==> src/design/bitmap_block_allocator_macros.svh <==
// Assertion macros for the bitmap block allocator.
`ifndef BITMAP_BLOCK_ALLOCATOR_MACROS_SVH
`define BITMAP_BLOCK_ALLOCATOR_MACROS_SVH
`ifndef NO_ASSERTIONS
`define BBA_ASSERT(name, clk, rst_n, prop, msg) \
  name: assert property (@(posedge clk) disable iff (!rst_n) prop) else $error(msg);
`define BBA_ASSERT_RST(name, clk, prop, msg) \
  name: assert property (@(posedge clk) prop) else $error(msg);
`else
`define BBA_ASSERT(name, clk, rst_n, prop, msg)
`define BBA_ASSERT_RST(name, clk, prop, msg)
`endif
`endif

==> src/design/bba_pkg.sv <==
// Types, constants and codes shared by the bitmap block allocator modules.
package bba_pkg;

  localparam int CAPACITY    = 32768;
  localparam int WORD_BITS   = 32;
  localparam int NWORDS      = (CAPACITY + WORD_BITS - 1) / WORD_BITS;
  localparam int WORD_W      = $clog2(WORD_BITS);
  localparam int ADDR_W      = $clog2(NWORDS);
  localparam int CFG_W       = 16;
  localparam int HI_W        = CFG_W - WORD_W;
  localparam int ID_W        = 15;
  localparam int IDX_W       = 15;
  localparam int CMD_W       = 2;
  localparam int STAT_W      = 2;
  localparam int CFG_ADDR_W  = 1;
  localparam int IN_TDATA_W  = 16;
  localparam int IN_TUSER_W  = 2;
  localparam int OUT_TDATA_W = 24;
  localparam int TOTAL_RST   = 32768;
  localparam int RESV_RST    = 0;

  localparam logic [CFG_ADDR_W-1:0] REG_TOTAL    = 1'b0;
  localparam logic [CFG_ADDR_W-1:0] REG_RESERVED = 1'b1;

  typedef logic [WORD_BITS-1:0] word_t;
  typedef logic [ADDR_W-1:0]    addr_t;
  typedef logic [CFG_W-1:0]     cfg_t;

  typedef enum logic [CMD_W-1:0] {
    CMD_ALLOC  = 2'd0,
    CMD_FREE   = 2'd1,
    CMD_FORMAT = 2'd2
  } cmd_e;

  typedef enum logic [STAT_W-1:0] {
    ST_OK    = 2'd0,
    ST_FULL  = 2'd1,
    ST_RANGE = 2'd2
  } status_e;

  typedef enum logic [1:0] {
    OP_ALLOC,
    OP_FREE,
    OP_FILL
  } op_e;

  typedef enum logic [2:0] {
    S_INIT,
    S_IDLE,
    S_ALLOC,
    S_FREE,
    S_FMT,
    S_RESP
  } state_e;

  typedef struct packed {
    op_e               op;
    addr_t             word;
    word_t             data;
    logic [WORD_W-1:0] bit_sel;
    cfg_t              bound;
  } unit_req_t;

  typedef struct packed {
    logic              found;
    logic [WORD_W-1:0] pos;
    word_t             wdata;
    logic              more;
  } unit_rsp_t;

  typedef struct packed {
    logic  rd_en;
    addr_t rd_addr;
    logic  wr_en;
    addr_t wr_addr;
    word_t wr_data;
  } ram_req_t;

  typedef struct packed {
    logic [IDX_W-1:0] index;
    status_e          status;
  } result_t;

endpackage

==> src/design/bba_word_unit.sv <==
// Shared word unit: bound mask, first free bit search and word update.
module bba_word_unit import bba_pkg::*; (
  input  unit_req_t req_i,
  output unit_rsp_t rsp_o
);

  logic [HI_W-1:0]   hi;
  logic [WORD_W-1:0] lo;
  logic [HI_W-1:0]   word_ext;
  logic [HI_W-1:0]   word_nxt;
  word_t             mask;
  word_t             cand;
  cfg_t              nxt_base;

  always_comb begin
    hi       = req_i.bound[CFG_W-1:WORD_W];
    lo       = req_i.bound[WORD_W-1:0];
    word_ext = HI_W'(req_i.word);
    word_nxt = word_ext + HI_W'(1);
    nxt_base = {word_nxt, {WORD_W{1'b0}}};

    if (word_ext < hi) begin
      mask = '1;
    end else if (word_ext == hi) begin
      mask = (word_t'(1) << lo) - word_t'(1);
    end else begin
      mask = '0;
    end

    cand         = ~req_i.data & mask;
    rsp_o.found  = |cand;
    rsp_o.pos    = '0;
    for (int i = WORD_BITS - 1; i >= 0; i--) begin
      if (cand[i]) begin
        rsp_o.pos = WORD_W'(i);
      end
    end
    rsp_o.more = nxt_base < req_i.bound;

    case (req_i.op)
      OP_ALLOC: rsp_o.wdata = req_i.data | (word_t'(1) << rsp_o.pos);
      OP_FREE:  rsp_o.wdata = req_i.data & ~(word_t'(1) << req_i.bit_sel);
      OP_FILL:  rsp_o.wdata = mask;
      default:  rsp_o.wdata = req_i.data;
    endcase
  end

endmodule

==> config.mk <==
export PLATFORM = sky130hd
export DESIGN_NAME = bba_word_unit
export DESIGN_NICKNAME = d
export VERILOG_FILES = /design/src/design/bitmap_block_allocator_macros.svh /design/src/design/bba_pkg.sv /design/src/design/bba_word_unit.sv
export SDC_FILE = /design/constraint.sdc
export NUM_CORES = 1
export LEC_CHECK = 0
export ABC_AREA = 1
export BUFFER_PORTS_ARGS = -buffer_cell sky130_fd_sc_hd__buf_2
export CAP_MARGIN = 20
export CELL_PAD_IN_SITES_DETAIL_PLACEMENT = 0
export CELL_PAD_IN_SITES_GLOBAL_PLACEMENT = 2
export CORE_UTILIZATION = 24
export DETAILED_ROUTE_END_ITERATION = 7
export PLACE_DENSITY_LB_ADDON = 0.1
export RECOVER_POWER = 50
export SLEW_MARGIN = 25
export SYNTH_ARGS = -nofsm -noshare
export SYNTH_HDL_FRONTEND = slang
export SYNTH_SLANG_ARGS = --single-unit
==> constraint.sdc <==
create_clock -name vclk -period 5.1
set_clock_uncertainty 0.15 [all_clocks]
set_input_delay 0.765 -clock vclk [all_inputs]
set_output_delay 0.765 -clock vclk [all_outputs]
set_load 0.01 [all_outputs]
==> run metrics <==
maximum fanout along the worst path 6; max-slew violation total from the final report 0; initial antenna violation count 0; initial standard-cell utilization of the core 24.7%; worst-case headroom to the max-slew limit 33.7%; Routability Congestion 0.898; detailed-route wire length 20800 um; CP max stage cell sky130_fd_sc_hd__nand4_1; required time at the endpoint of the critical path 4.18 ns; std cell rows 46; Tmin final between 5 and 6 ns; worst hold endpoint rsp_o[7]; maximum number of pins on one net before global-route repair 33; Total Power 0.000698 W; DRC violation count after routing 0; startpoint-to-endpoint class of the critical path primary input to primary output; flip-flop and latch area 0 um2; vertical die dimension 130 um; number of maximum-capacitance violations 0; growth of design area from synthesis to finish 76.0%; number of placed I/O pins 104; number of nets produced by synthesis 868; result of the run complete, but fails checks; cell area reported after detailed placement 6010 um2; highest cell delay on the worst timing path 0.22 ns; number of optimization iterations in the first detailed-route pass 5; mean routed wirelength per cell between 15 and 20 um; via count of the first global-routing pass 6059; average cell area after synthesis 5.05 um2; fin worst setup slack -0.306 ns; HPWL after DPL ~16000 um; Core ar. 15900 um2; Setup crit end kind primary output; number of clock buffer instances in the layout 0; sequential area share after synthesis 0%; unrepaired setup endpoints after global routing true; worst ir drop on vdd 37.1 uV; average vias per placed instance 4.87; Final Hold Fails 0; DIE WIDTH 130 um; Buffers & Inverters on Critical Path 4; Antenna Nets Post-Route 0; flip-flop and latch count 0; final design utilization a little over two fifths; cell count of the worst hold path 4; most used cell, CP sky130_fd_sc_hd__nand2_1; hold wc startpoint req_i[27]; global-route wire length before repair between 30000 and 40000 um; final instance area approximately 7000 um2; unique cell type count in the Yosys netlist 43; maximum operating frequency between 150 and 200 MHz; LEAKAGE 3.69 nW; ant diodes 0; WP data arrival about 4.5 ns; Post-Syn Instances 780; filler cell count 1790; global route total overflow 0; die area 16900 um2; largest delay contributor family on the critical path simple AND/OR/NAND/NOR gates; Yosys warning total 0; power per unit of standard cell area 101 nW/um2; fraction of final layout cells sized beyond drive strength 1 between 40% and 50%; netlist area before placement between 3000 and 4000 um2; Total Routing Usage GR 24.1%; total number of nets in the final design 1157; worst min-delay path category primary input to primary output; total vias in the final route 6252; First DRT Iteration DRCs 370; sum of negative setup slack -8.25 ns; violated checks negative setup slack; number of buffers inserted by port buffering 104; count of final setup violators 32; fin crit share 106%; Worst-Margin Slew 0.994 ns; startpoint type of the worst setup path primary input
[repair_timing]
action,CTS,global route
setup buffers,20,10
resized for setup,103,58
hold buffers,0,0
endpoints found under the setup margin,33,34
hold endpoints to repair,0,0
pin swaps,38,45
[kinds of logic (layout without fill, tap and decap cells)]
group,count (synthesis),count (layout),share of synthesized area (%)
buf+inv,172,459,17.6
xor+xnor,8,8,1.78
compound gates,113,113,18.3
fa+ha+maj,23,23,7.30
simple gates,464,464,55.1
[power by group]
| group | total, W | leakage (nW) | internal (W) | switching [W] |
|---|---|---|---|---|
| Sequential | 0 | 0 | 0 | 0 |
| Clock | 0 | 0 | 0 | 0 |
| Combinational | 0.000698 | 3.69 | 0.000320 | 0.000378 |
[layout make-up]
type / instances / area, um2 / area share, %
multi-input cells: 608 / 3760 / 54.2
inverters: 138 / 538 / 7.75
well taps: 216 / 270 / 3.90
repair buffers: 321 / 2370 / 34.2
[Yosys cell counts (all sizes together)]
cell	number	area [um2]
nor3	11	55.1
clkinv	2	7.51
nand3b	2	15.0
nor3b	1	7.51
nand2	203	792
or2	2	12.5
o21ai	29	145
a21oi	27	135
a211oi	1	7.51
nor4	3	25.0
and2	1	6.26
ha	23	288
nand4	56	375
o31ai	11	82.6
xnor2	2	17.5
a21o	1	7.51
a31oi	13	81.3
clkbuf	22	82.6
a311oi	1	8.76
a31o	1	8.76
inv	136	515
nor2	97	432
o211ai	1	7.51
o2111ai	1	8.76
o21bai	8	60.1
a32oi	18	158
buf	12	86.3
xor2	6	52.6
nand3	87	445
or3	1	6.26
a2111oi	1	8.76
[placed cells by master, fill, tap and decap left out, drive strengths merged, types with 3 or more instances in the layout]
master	synthesis	final
nor2	97	97
nand2	203	203
o31ai	11	11
ha	23	23
a32oi	18	18
o21bai	8	8
nor3	11	11
inv	136	136
xor2	6	6
nor4	3	3
a21oi	27	27
a31oi	13	13
buf	12	320
o21ai	29	29
nand4	56	56
nand3	87	87
[stage by stage]
step                instances  hold slack (ns)  setup slack [ns]
floorplan                 780             1.52             0.157
finish                   1283             1.70            -0.306
CTS                      1274             1.71            -0.272
global placement         1254             1.71            -0.701
detailed placement       1254             1.71            -0.710
global route             1283             1.72            -0.743
[per-layer routing]
metal / vias to the layer above / track usage [%] / wire [um] / share of wire [%]
met5: - / 0 / 0 / 0
met4: 0 / 3.63 / 389 / 1.9
met1: 2877 / 32.0 / 9480 / 46
met2: 159 / 43.7 / 10200 / 49
met3: 27 / 1.03 / 770 / 3.7
li1: 3189 / - / - / -
[worst max-delay path by stage]
| stage | from | end | slack [ns] | cells past startpoint |
|---|---|---|---|---|
| CTS | req_i[2] | rsp_o[27] | -0.27 | 47 |
| global route | req_i[4] | rsp_o[19] | -0.74 | 47 |
| floorplan | req_i[3] | rsp_o[19] | 0.16 | 48 |
| detailed placement | req_i[11] | rsp_o[30] | -0.71 | 45 |
| finish | req_i[4] | rsp_o[25] | -0.31 | 45 |
| global placement | req_i[11] | rsp_o[30] | -0.70 | 45 |
(Power assumes the default switching activity.)
