**src/design/bitmap_block_allocator_macros.svh**
```systemverilog
// Assertion macros for the bitmap block allocator.
`ifndef BITMAP_BLOCK_ALLOCATOR_MACROS_SVH
`define BITMAP_BLOCK_ALLOCATOR_MACROS_SVH
`ifndef NO_ASSERTIONS
`define BBA_ASSERT(name, clk, rst_n, prop, msg) \
  name: assert property (@(posedge clk) disable iff (!rst_n) prop) else $error(msg);
`define BBA_ASSERT_RST(name, clk, prop, msg) \
  name: assert property (@(posedge clk) prop) else $error(msg);
`else
`define BBA_ASSERT(name, clk, rst_n, prop, msg)
`define BBA_ASSERT_RST(name, clk, prop, msg)
`endif
`endif

```
**src/design/bba_pkg.sv**
```systemverilog
// Types, constants and codes shared by the bitmap block allocator modules.
package bba_pkg;

  localparam int CAPACITY    = 32768;
  localparam int WORD_BITS   = 32;
  localparam int NWORDS      = (CAPACITY + WORD_BITS - 1) / WORD_BITS;
  localparam int WORD_W      = $clog2(WORD_BITS);
  localparam int ADDR_W      = $clog2(NWORDS);
  localparam int CFG_W       = 16;
  localparam int HI_W        = CFG_W - WORD_W;
  localparam int ID_W        = 15;
  localparam int IDX_W       = 15;
  localparam int CMD_W       = 2;
  localparam int STAT_W      = 2;
  localparam int CFG_ADDR_W  = 1;
  localparam int IN_TDATA_W  = 16;
  localparam int IN_TUSER_W  = 2;
  localparam int OUT_TDATA_W = 24;
  localparam int TOTAL_RST   = 32768;
  localparam int RESV_RST    = 0;

  localparam logic [CFG_ADDR_W-1:0] REG_TOTAL    = 1'b0;
  localparam logic [CFG_ADDR_W-1:0] REG_RESERVED = 1'b1;

  typedef logic [WORD_BITS-1:0] word_t;
  typedef logic [ADDR_W-1:0]    addr_t;
  typedef logic [CFG_W-1:0]     cfg_t;

  typedef enum logic [CMD_W-1:0] {
    CMD_ALLOC  = 2'd0,
    CMD_FREE   = 2'd1,
    CMD_FORMAT = 2'd2
  } cmd_e;

  typedef enum logic [STAT_W-1:0] {
    ST_OK    = 2'd0,
    ST_FULL  = 2'd1,
    ST_RANGE = 2'd2
  } status_e;

  typedef enum logic [1:0] {
    OP_ALLOC,
    OP_FREE,
    OP_FILL
  } op_e;

  typedef enum logic [2:0] {
    S_INIT,
    S_IDLE,
    S_ALLOC,
    S_FREE,
    S_FMT,
    S_RESP
  } state_e;

  typedef struct packed {
    op_e               op;
    addr_t             word;
    word_t             data;
    logic [WORD_W-1:0] bit_sel;
    cfg_t              bound;
  } unit_req_t;

  typedef struct packed {
    logic              found;
    logic [WORD_W-1:0] pos;
    word_t             wdata;
    logic              more;
  } unit_rsp_t;

  typedef struct packed {
    logic  rd_en;
    addr_t rd_addr;
    logic  wr_en;
    addr_t wr_addr;
    word_t wr_data;
  } ram_req_t;

  typedef struct packed {
    logic [IDX_W-1:0] index;
    status_e          status;
  } result_t;

endpackage

```
**src/design/bba_ctrl.sv**
```systemverilog
// Sequencer: command decode, word scan, format sweep and result register.
`include "bitmap_block_allocator_macros.svh"
module bba_ctrl import bba_pkg::*; (
  input  logic              clk_i,
  input  logic              rst_ni,
  input  logic              s_valid_i,
  output logic              s_ready_o,
  input  logic [CMD_W-1:0]  cmd_i,
  input  logic [ID_W-1:0]   id_i,
  input  cfg_t              limit_i,
  input  cfg_t              fmt_n_i,
  output logic              m_valid_o,
  input  logic              m_ready_i,
  output result_t           res_o,
  output ram_req_t          ram_o,
  input  word_t             rd_data_i,
  output unit_req_t         unit_o,
  input  unit_rsp_t         unit_i
);

  state_e            state_q, state_d;
  addr_t             word_q, word_d;
  logic [ID_W-1:0]   id_q, id_d;
  cfg_t              fmt_n_q, fmt_n_d;
  result_t           res_q, res_d;
  logic              out_valid_q, out_valid_d;
  result_t           out_q, out_d;
  logic              load;

  always_ff @(posedge clk_i or negedge rst_ni) begin
    if (!rst_ni) begin
      state_q     <= S_INIT;
      word_q      <= '0;
      fmt_n_q     <= '0;
      out_valid_q <= 1'b0;
    end else begin
      state_q     <= state_d;
      word_q      <= word_d;
      fmt_n_q     <= fmt_n_d;
      out_valid_q <= out_valid_d;
    end
  end

  always_ff @(posedge clk_i) begin
    id_q  <= id_d;
    res_q <= res_d;
    out_q <= out_d;
  end

  always_comb begin
    state_d        = state_q;
    word_d         = word_q;
    id_d           = id_q;
    fmt_n_d        = fmt_n_q;
    res_d          = res_q;
    s_ready_o      = 1'b0;
    load           = 1'b0;
    ram_o          = '0;
    unit_o.op      = OP_FILL;
    unit_o.word    = word_q;
    unit_o.data    = rd_data_i;
    unit_o.bit_sel = id_q[WORD_W-1:0];
    unit_o.bound   = limit_i;

    case (state_q)
      S_INIT, S_FMT: begin
        unit_o.op    = OP_FILL;
        unit_o.bound = fmt_n_q;
        ram_o.wr_en   = 1'b1;
        ram_o.wr_addr = word_q;
        ram_o.wr_data = unit_i.wdata;
        if (word_q == ADDR_W'(NWORDS - 1)) begin
          word_d = '0;
          if (state_q == S_INIT) begin
            state_d = S_IDLE;
          end else begin
            res_d   = '{index: '0, status: ST_OK};
            state_d = S_RESP;
          end
        end else begin
          word_d = word_q + ADDR_W'(1);
        end
      end
      S_IDLE: begin
        s_ready_o = 1'b1;
        if (s_valid_i) begin
          id_d   = id_i;
          word_d = '0;
          case (cmd_i)
            CMD_ALLOC: begin
              ram_o.rd_en   = 1'b1;
              ram_o.rd_addr = '0;
              state_d       = S_ALLOC;
            end
            CMD_FREE: begin
              if (CFG_W'(id_i) >= limit_i) begin
                res_d   = '{index: '0, status: ST_RANGE};
                state_d = S_RESP;
              end else begin
                ram_o.rd_en   = 1'b1;
                ram_o.rd_addr = ADDR_W'(id_i >> WORD_W);
                state_d       = S_FREE;
              end
            end
            CMD_FORMAT: begin
              fmt_n_d = fmt_n_i;
              state_d = S_FMT;
            end
            default: begin
              res_d   = '{index: '0, status: ST_OK};
              state_d = S_RESP;
            end
          endcase
        end
      end
      S_ALLOC: begin
        unit_o.op = OP_ALLOC;
        if (unit_i.found) begin
          ram_o.wr_en   = 1'b1;
          ram_o.wr_addr = word_q;
          ram_o.wr_data = unit_i.wdata;
          res_d         = '{index: IDX_W'({word_q, unit_i.pos}), status: ST_OK};
          state_d       = S_RESP;
        end else if (unit_i.more) begin
          word_d        = word_q + ADDR_W'(1);
          ram_o.rd_en   = 1'b1;
          ram_o.rd_addr = word_q + ADDR_W'(1);
        end else begin
          res_d   = '{index: '0, status: ST_FULL};
          state_d = S_RESP;
        end
      end
      S_FREE: begin
        unit_o.op     = OP_FREE;
        unit_o.word   = ADDR_W'(id_q >> WORD_W);
        ram_o.wr_en   = 1'b1;
        ram_o.wr_addr = ADDR_W'(id_q >> WORD_W);
        ram_o.wr_data = unit_i.wdata;
        res_d         = '{index: '0, status: ST_OK};
        state_d       = S_RESP;
      end
      S_RESP: begin
        if (!out_valid_q || m_ready_i) begin
          load    = 1'b1;
          state_d = S_IDLE;
        end
      end
      default: begin
        state_d = S_INIT;
      end
    endcase
  end

  always_comb begin
    out_valid_d = out_valid_q;
    out_d       = out_q;
    if (out_valid_q && m_ready_i) begin
      out_valid_d = 1'b0;
    end
    if (load) begin
      out_valid_d = 1'b1;
      out_d       = res_q;
    end
  end

  assign m_valid_o = out_valid_q;
  assign res_o     = out_q;

  `BBA_ASSERT_RST(a_rst_init, clk_i, (!rst_ni && $past(!rst_ni)) |-> state_q == S_INIT, "reset must hold the clear sweep")
  `BBA_ASSERT(a_alloc_one_bit, clk_i, rst_ni, (state_q == S_ALLOC && unit_i.found) |-> $onehot(ram_o.wr_data ^ rd_data_i), "allocate must set exactly one free bit")
  `BBA_ASSERT(a_free_resp, clk_i, rst_ni, state_q == S_FREE |=> state_q == S_RESP, "free must finish in one step")
  `BBA_ASSERT(a_full_zero, clk_i, rst_ni, (state_q == S_RESP && res_q.status != ST_OK) |-> res_q.index == '0, "failed request must return index zero")

endmodule
```
**config.mk**
```make
export PLATFORM = sky130hd
export DESIGN_NAME = bba_ctrl
export DESIGN_NICKNAME = d
export VERILOG_FILES = /design/src/design/bba_pkg.sv /design/src/design/bba_ctrl.sv
export VERILOG_INCLUDE_DIRS = /design/src /design/src/design
export SDC_FILE = /design/constraint.sdc
export NUM_CORES = 1
export LEC_CHECK = 0
export BUFFER_PORTS_ARGS = -buffer_cell sky130_fd_sc_hd__buf_2
export CAP_MARGIN = 5
export CORE_MARGIN = 5
export CORE_UTILIZATION = 35
export CTS_BUF_LIST = sky130_fd_sc_hd__clkbuf_8
export CTS_CLUSTER_SIZE = 12
export DETAILED_ROUTE_END_ITERATION = 16
export PLACE_DENSITY = 0.66
export SYNTH_ARGS = -nofsm -noshare
export SYNTH_HDL_FRONTEND = slang
export SYNTH_SLANG_ARGS = --single-unit
export TNS_END_PERCENT = 30
```
**constraint.sdc**
```tcl
create_clock -name clk_i -period 2.8 [get_ports clk_i]
set_clock_uncertainty 0.2 [all_clocks]
set_input_delay 0.14 -clock clk_i [delete_from_list [all_inputs] [get_ports clk_i]]
set_output_delay 0.14 -clock clk_i [all_outputs]
set_load 0.01 [all_outputs]
```
==> results.sh, run 1 <==
export IMPL_status="finished clean"
export IMPL_yosys_top_cells_area="edfxtp_1 (32%), dfrtp_1 (17%), buf_4 (6.3%)"
export IMPL_overflow=0
export IMPL_wl_per_cell_um=16.9
export IMPL_synth_nets=573
export IMPL_numCtsBuffers=9
export IMPL_power_density_nw_per_um2=373
export IMPL_num_vias=3906
export IMPL_synth_cells=433
export IMPL_worstPathRequired_ns=2.46
export IMPL_first_iter_violations=164
export IMPL_dieArea_um2=15400
export IMPL_start_util=0.359
export IMPL_grt_pass1_wl_mm=20.5
export IMPL_synth_flop_cell="edfxtp_1"
export IMPL_post_route_period_util=0.965
export IMPL_ys_ff_latch=79
export IMPL_die_w_um=124
export IMPL_final_cell_mix="buf_2 (197), nand2_1 (49), edfxtp_1 (49)"
export IMPL_fin_crit_ns=2.70
export IMPL_rows=41
export IMPL_drv_cap=0
export IMPL_leakage_nw=2.89
export IMPL_synth_edf_count=49
export IMPL_cts_num_sinks=79
export IMPL_grt_setup_unrepaired="false"
export IMPL_clock_path_buffers=2
export IMPL_clockRootBuffer="clkbuf_8"
export IMPL_finalHoldWorstSlack_ns=0.0193
export IMPL_route_detailed_drc=0
export IMPL_setup_tns_ns=0
export IMPL_ys_types=50
export IMPL_synth_xor_area_share=0.0154
export IMPL_nets=778
export IMPL_antenna_found_initial=0
export IMPL_clkTransAtPathRegs_ns=0.07
export IMPL_grt_usage=0.174
export IMPL_place_hpwl_mm=10.9
export IMPL_regArea_um2=2220
export IMPL_insertion_delay_ns=0.35
export IMPL_h_tree_depth=3
export IMPL_area_growth_pct=33.5
export IMPL_worst_slew_pin_slew_ns=0.928
export IMPL_yosysTopAreaCell="edfxtp_1"
export IMPL_portBuffers=197
export IMPL_synth_top_area_share=0.324
export IMPL_holdCritPathClass="input port to flip-flop"
export IMPL_maxSlewHeadroom=0.378
export IMPL_grt_max_degree=34
export IMPL_hold_viol=0
export IMPL_grtUsageMet3=0.0559
export IMPL_cp_max_fo=10
export IMPL_syn_avg_cell_area_um2=10.5
export IMPL_yosys_warnings=0
export IMPL_muxShareOfSynthArea=0.0619
export IMPL_nFillCells=1198
export IMPL_path_class="input port to output pin"
export IMPL_viasPerCell=4.79
export IMPL_synthAdderAreaFrac=0.0440
export IMPL_busiest_layer="met2"
export IMPL_irDropWorstVdd_uv=383
export IMPL_worstPathArrival_ns=2.36
export IMPL_ant_nets=0
export IMPL_fmax_mhz=370
export IMPL_synth_top_family_by_area="simple AND/OR/NAND/NOR gates"
export IMPL_place_congestion=0.848
export IMPL_drive_above_1_share=0.421
export IMPL_setup_viol=0
export IMPL_grt_pass1_vias=3963
export IMPL_routed_wl_mm=13.8
export IMPL_seq_area_frac_synth=0.489
export IMPL_io_pins=262
export IMPL_die_y_um=124
export IMPL_multi_input_area_um2=1850
export IMPL_layout_commonest_cell="buf_2"
export IMPL_synth_area_um2=4550
export IMPL_cts_tree="built"
export IMPL_start_kind="input port"
export IMPL_async_flop_share=0.380
export IMPL_firstDrtPassIters=4
export IMPL_slew_viol_final=0
export IMPL_met2_usage=0.298
export IMPL_synth_simple_area_share=0.173
export IMPL_grt_use_met1=0.198
export IMPL_worst_setup_path_end_kind="output pin"
export IMPL_diodes=0
export IMPL_synth_compound_area_share=0.110
export IMPL_fp_coreArea_um2=12700
## worst max-delay path, cell delays in order
cell and delay [ns]:
dlygate4sd3_1 0.55, buf_2 0.14, ha_1 0.29, a21oi_1 0.14, o21ai_0 0.16, a2bb2oi_2 0.20, nand4_1 0.15, buf_4 0.21
o22ai_1 0.20, buf_2 0.17
## sequential cells by signal, summed over array words and instances, names as in the netlist
register	flops
m_valid_o	1
word_q	10
id_q	15
res_q	17
fmt_n_q	16
res_o	17
state_q	3
## power breakdown
part | internal, mW | switching [mW]
registers | 1.23 | 0.0000000000000000301
logic | 0.133 | 0.111
clock network | 0.399 | 0.394
total | 1.76 | 0.505
## metrics by stage
stage / util / instances / cell area (µm²) / power (mW) / setup WS [ns]
floorplan: - / 433 / 4550 / 1.38 / 0.307
global placement: 0.431 / 758 / 5470 / 1.45 / 0.277
detailed placement: 0.431 / 758 / 5470 / 1.45 / 0.210
CTS: 0.478 / 815 / 6060 / 2.29 / 0.00920
global route: 0.479 / 815 / 6070 / 2.38 / 0.00421
finish: 0.479 / 815 / 6070 / 2.27 / 0.0979
## what timing repair did
action	in CTS	in global routing
buffers inserted	0	0
resized for setup	0	5
hold buffers	41	0
endpoints found under the setup margin	0	60
hold endpoints to repair	71	0
## cells by family (layout without fill, tap and decap cells)
family | after synthesis | after routing
simple gates | 142 | 142
buf+inv | 84 | 294
compound gates | 79 | 79
flops | 79 | 79
mux | 25 | 25
fa+ha+maj | 16 | 16
xor+xnor | 8 | 8
## path summary, 6_finish.rpt
| kind | start | cells after the start | endpoint | slack (ns) |
|---|---|---|---|---|
| hold / removal | s_valid_i | 3 | state_q[1] | 0.02 |
| min in group asynchronous | rst_ni | 2 | fmt_n_q[3] | 0.22 |
| hold reg to reg | res_q[9] | 0 | res_o[9] | 0.22 |
| max in group asynchronous | rst_ni | 2 | state_q[1] | 1.65 |
| setup reg to reg | word_q[1] | 5 | res_q[11] | 0.54 |
| setup / recovery | id_i[9] | 10 | ram_o[49] | 0.1 |
## cells in the mapped netlist (3+ instances only)
library cell  instances
nand2_1              49
nor2b_1              33
edfxtp_1             49
and2_1               16
nand2b_1              3
nand3_1               6
nor4_1                3
xnor2_1               7
nor3_1                4
a22o_1                8
mux2_2               25
inv_1                23
ha_1                 16
clkbuf_1              7
o22ai_1               9
buf_2                11
and4_1                3
o21ai_0              37
nor2_1                5
a21oi_1              11
buf_4                38
a31oi_1               4
or2_2                 4
dfrtp_1              30
## layout make-up
type | count | share of cell area
clock buffers | 9 | 0.0204
clock inverters | 7 | 0.00968
inverters | 25 | 0.0155
multi-input cells | 270 | 0.304
flip-flops and latches | 79 | 0.366
well taps | 172 | 0.0354
repair buffers | 253 | 0.249
## layer usage
layer  vias up  routed length [µm]
met1      1804                5270
met2       178                7000
met5         -                   0
met3        42                1020
met4         0                 471
li1       1882                   -
Power figures use the tool's default switching activity.
==> run 2: changes to the inputs <==
--- a/config.mk
+++ b/config.mk
@@ -14,6 +14,7 @@
 export CTS_CLUSTER_SIZE = 12
 export DETAILED_ROUTE_END_ITERATION = 16
 export PLACE_DENSITY = 0.66
+export SETUP_SLACK_MARGIN = 0.15
 export SYNTH_ARGS = -nofsm -noshare
 export SYNTH_HDL_FRONTEND = slang
 export SYNTH_SLANG_ARGS = --single-unit
==> run 2 against run 1 <==
  * Worst hold slack improved by 0.061 ns
  * Sequential cell count unchanged
  * Via count fell by 0.18%
  * Fmax grew 5.4%
  * Cell area up 0.47%
  * Critical path type is now input port to flip-flop
  * Critical endpoint is now state_q[1]
  * Largest cell class unchanged
  * Largest power group unchanged
==> results.sh, run 2 (synthesized netlist as in run 1, its figures left out) <==
export IMPL_h_tree_depth=3
export IMPL_start_util=0.359
export IMPL_fin_cells=817
export IMPL_leakage_nw=2.90
export IMPL_dp_cells=758
export IMPL_hp_start="rd_data_i[19]"
export IMPL_grt_usage=0.173
export IMPL_finalHoldWorstSlack_ns=0.0800
export IMPL_holdCritPathClass="input port to output pin"
export IMPL_cts_tree="built"
export IMPL_route_detailed_drc=0
export IMPL_grt_max_degree=34
export IMPL_worstPathArrival_ns=2.60
export IMPL_drv_cap=0
export IMPL_grt_pass1_wl_mm=20.4
export IMPL_finalWorstSetupSlack_ns=0.236
export IMPL_place_ws_ns=0.210
export IMPL_maxSlewHeadroom=0.389
export IMPL_start_kind="input port"
export IMPL_worstPathRequired_ns=2.83
export IMPL_rows=41
export IMPL_hold_depth=0
export IMPL_reg2reg_from="word_q[1]"
export IMPL_die_w_um=124
export IMPL_clock_path_buffers=2
export IMPL_num_vias=3899
export IMPL_final_cell_mix="buf_2 (197), nand2_1 (49), edfxtp_1 (49)"
export IMPL_portBuffers=197
export IMPL_final_area_um2=6100
export IMPL_wl_per_cell_um=16.7
export IMPL_overflow=0
export IMPL_die_y_um=124
export IMPL_antenna_found_initial=0
export IMPL_place_hpwl_mm=10.9
export IMPL_status="finished clean"
export IMPL_slew_viol_final=0
export IMPL_first_iter_violations=157
export IMPL_place_congestion=0.848
export IMPL_grt_pass1_vias=3955
export IMPL_worst_slew_pin_slew_ns=0.912
export IMPL_numCtsBuffers=9
export IMPL_fin_crit_ns=2.56
export IMPL_worstHoldEndpoint="unit_o[40]"
export IMPL_worst_r2r_cell_count=5
export IMPL_insertion_delay_ns=0.35
export IMPL_diodes=0
export IMPL_area_growth_pct=34.2
export IMPL_fin_util=0.481
export IMPL_grt_setup_unrepaired="false"
export IMPL_fmax_mhz=390
export IMPL_dieArea_um2=15400
export IMPL_placed_area_um2=5470
export IMPL_hold_viol=0
export IMPL_ant_nets=0
export IMPL_setup_viol=0
export IMPL_drive_above_1_share=0.423
export IMPL_worst_setup_path_end_kind="flip-flop"
export IMPL_power_density_nw_per_um2=371
export IMPL_viasPerCell=4.77
export IMPL_reg2reg_to="res_q[5]"
export IMPL_layout_commonest_cell="buf_2"
export IMPL_io_pins=262
export IMPL_clockRootBuffer="clkbuf_8"
export IMPL_r2r_setup_slack_ns=0.54
export IMPL_firstDrtPassIters=4
export IMPL_post_route_period_util=0.916
export IMPL_fp_coreArea_um2=12700
export IMPL_irDropWorstVdd_uv=389
export IMPL_cts_num_sinks=79
export IMPL_path_class="input port to flip-flop"
export IMPL_clkTransAtPathRegs_ns=0.07
export IMPL_routed_wl_mm=13.7
export IMPL_setup_tns_ns=0
export IMPL_finalPower_mw=2.26
export IMPL_cp_max_fo=3
export IMPL_nets=780
-- run 2: area by class of cell --
cell class | count | area [µm²]
Fill cell | 1205 | 6570
Timing Repair Buffer | 255 | 1530
Multi-Input combinational cell | 270 | 1860
Clock buffer | 9 | 124
Sequential cell | 79 | 2220
Tap cell | 172 | 215
Inverter | 25 | 93.8
Clock inverter | 7 | 58.8
-- run 2: critical path, cell delays in order --
cell	delay, ns
dlygate4sd3_1	0.52
buf_2	0.13
ha_1	0.27
and4_1	0.20
nand3_1	0.08
a221o_1	0.29
a31oi_1	0.31
o31ai_1	0.09
dlygate4sd3_1	0.57
-- run 2: what timing repair did --
action | CTS | global route
hold buffers | 42 | 0
endpoints found under the hold margin | 71 | 0
setup buffers | 0 | 1
gates resized for setup | 2 | 5
setup endpoints to repair | 32 | 59
cloned | 0 | 0
-- run 2: report_power, final --
part	switching (mW)	internal [mW]
Clock	0.394	0.399
Sequential	0.0000000000000000301	1.23
Combinational	0.110	0.132
-- run 2: worst max path at each step --
stage	start	to	cells after the start
6_report	id_i[4]	state_q[1]	9
5_1_grt	id_i[4]	ram_o[44]	10
4_1_cts	id_i[4]	res_q[5]	8
3_5_place_dp	id_i[14]	res_q[6]	7
3_3_place_gp	id_i[14]	res_q[3]	7
2_1_floorplan	word_q[0]	res_q[0]	5
-- run 2: layer usage --
| layer | up-vias | share of wire | GRT usage |
|---|---|---|---|
| li1 | 1882 | - | - |
| met1 | 1811 | 0.38 | 0.202 |
| met2 | 166 | 0.51 | 0.297 |
| met3 | 40 | 0.073 | 0.0550 |
| met4 | 0 | 0.030 | 0.0684 |
| met5 | - | 0 | 0 |
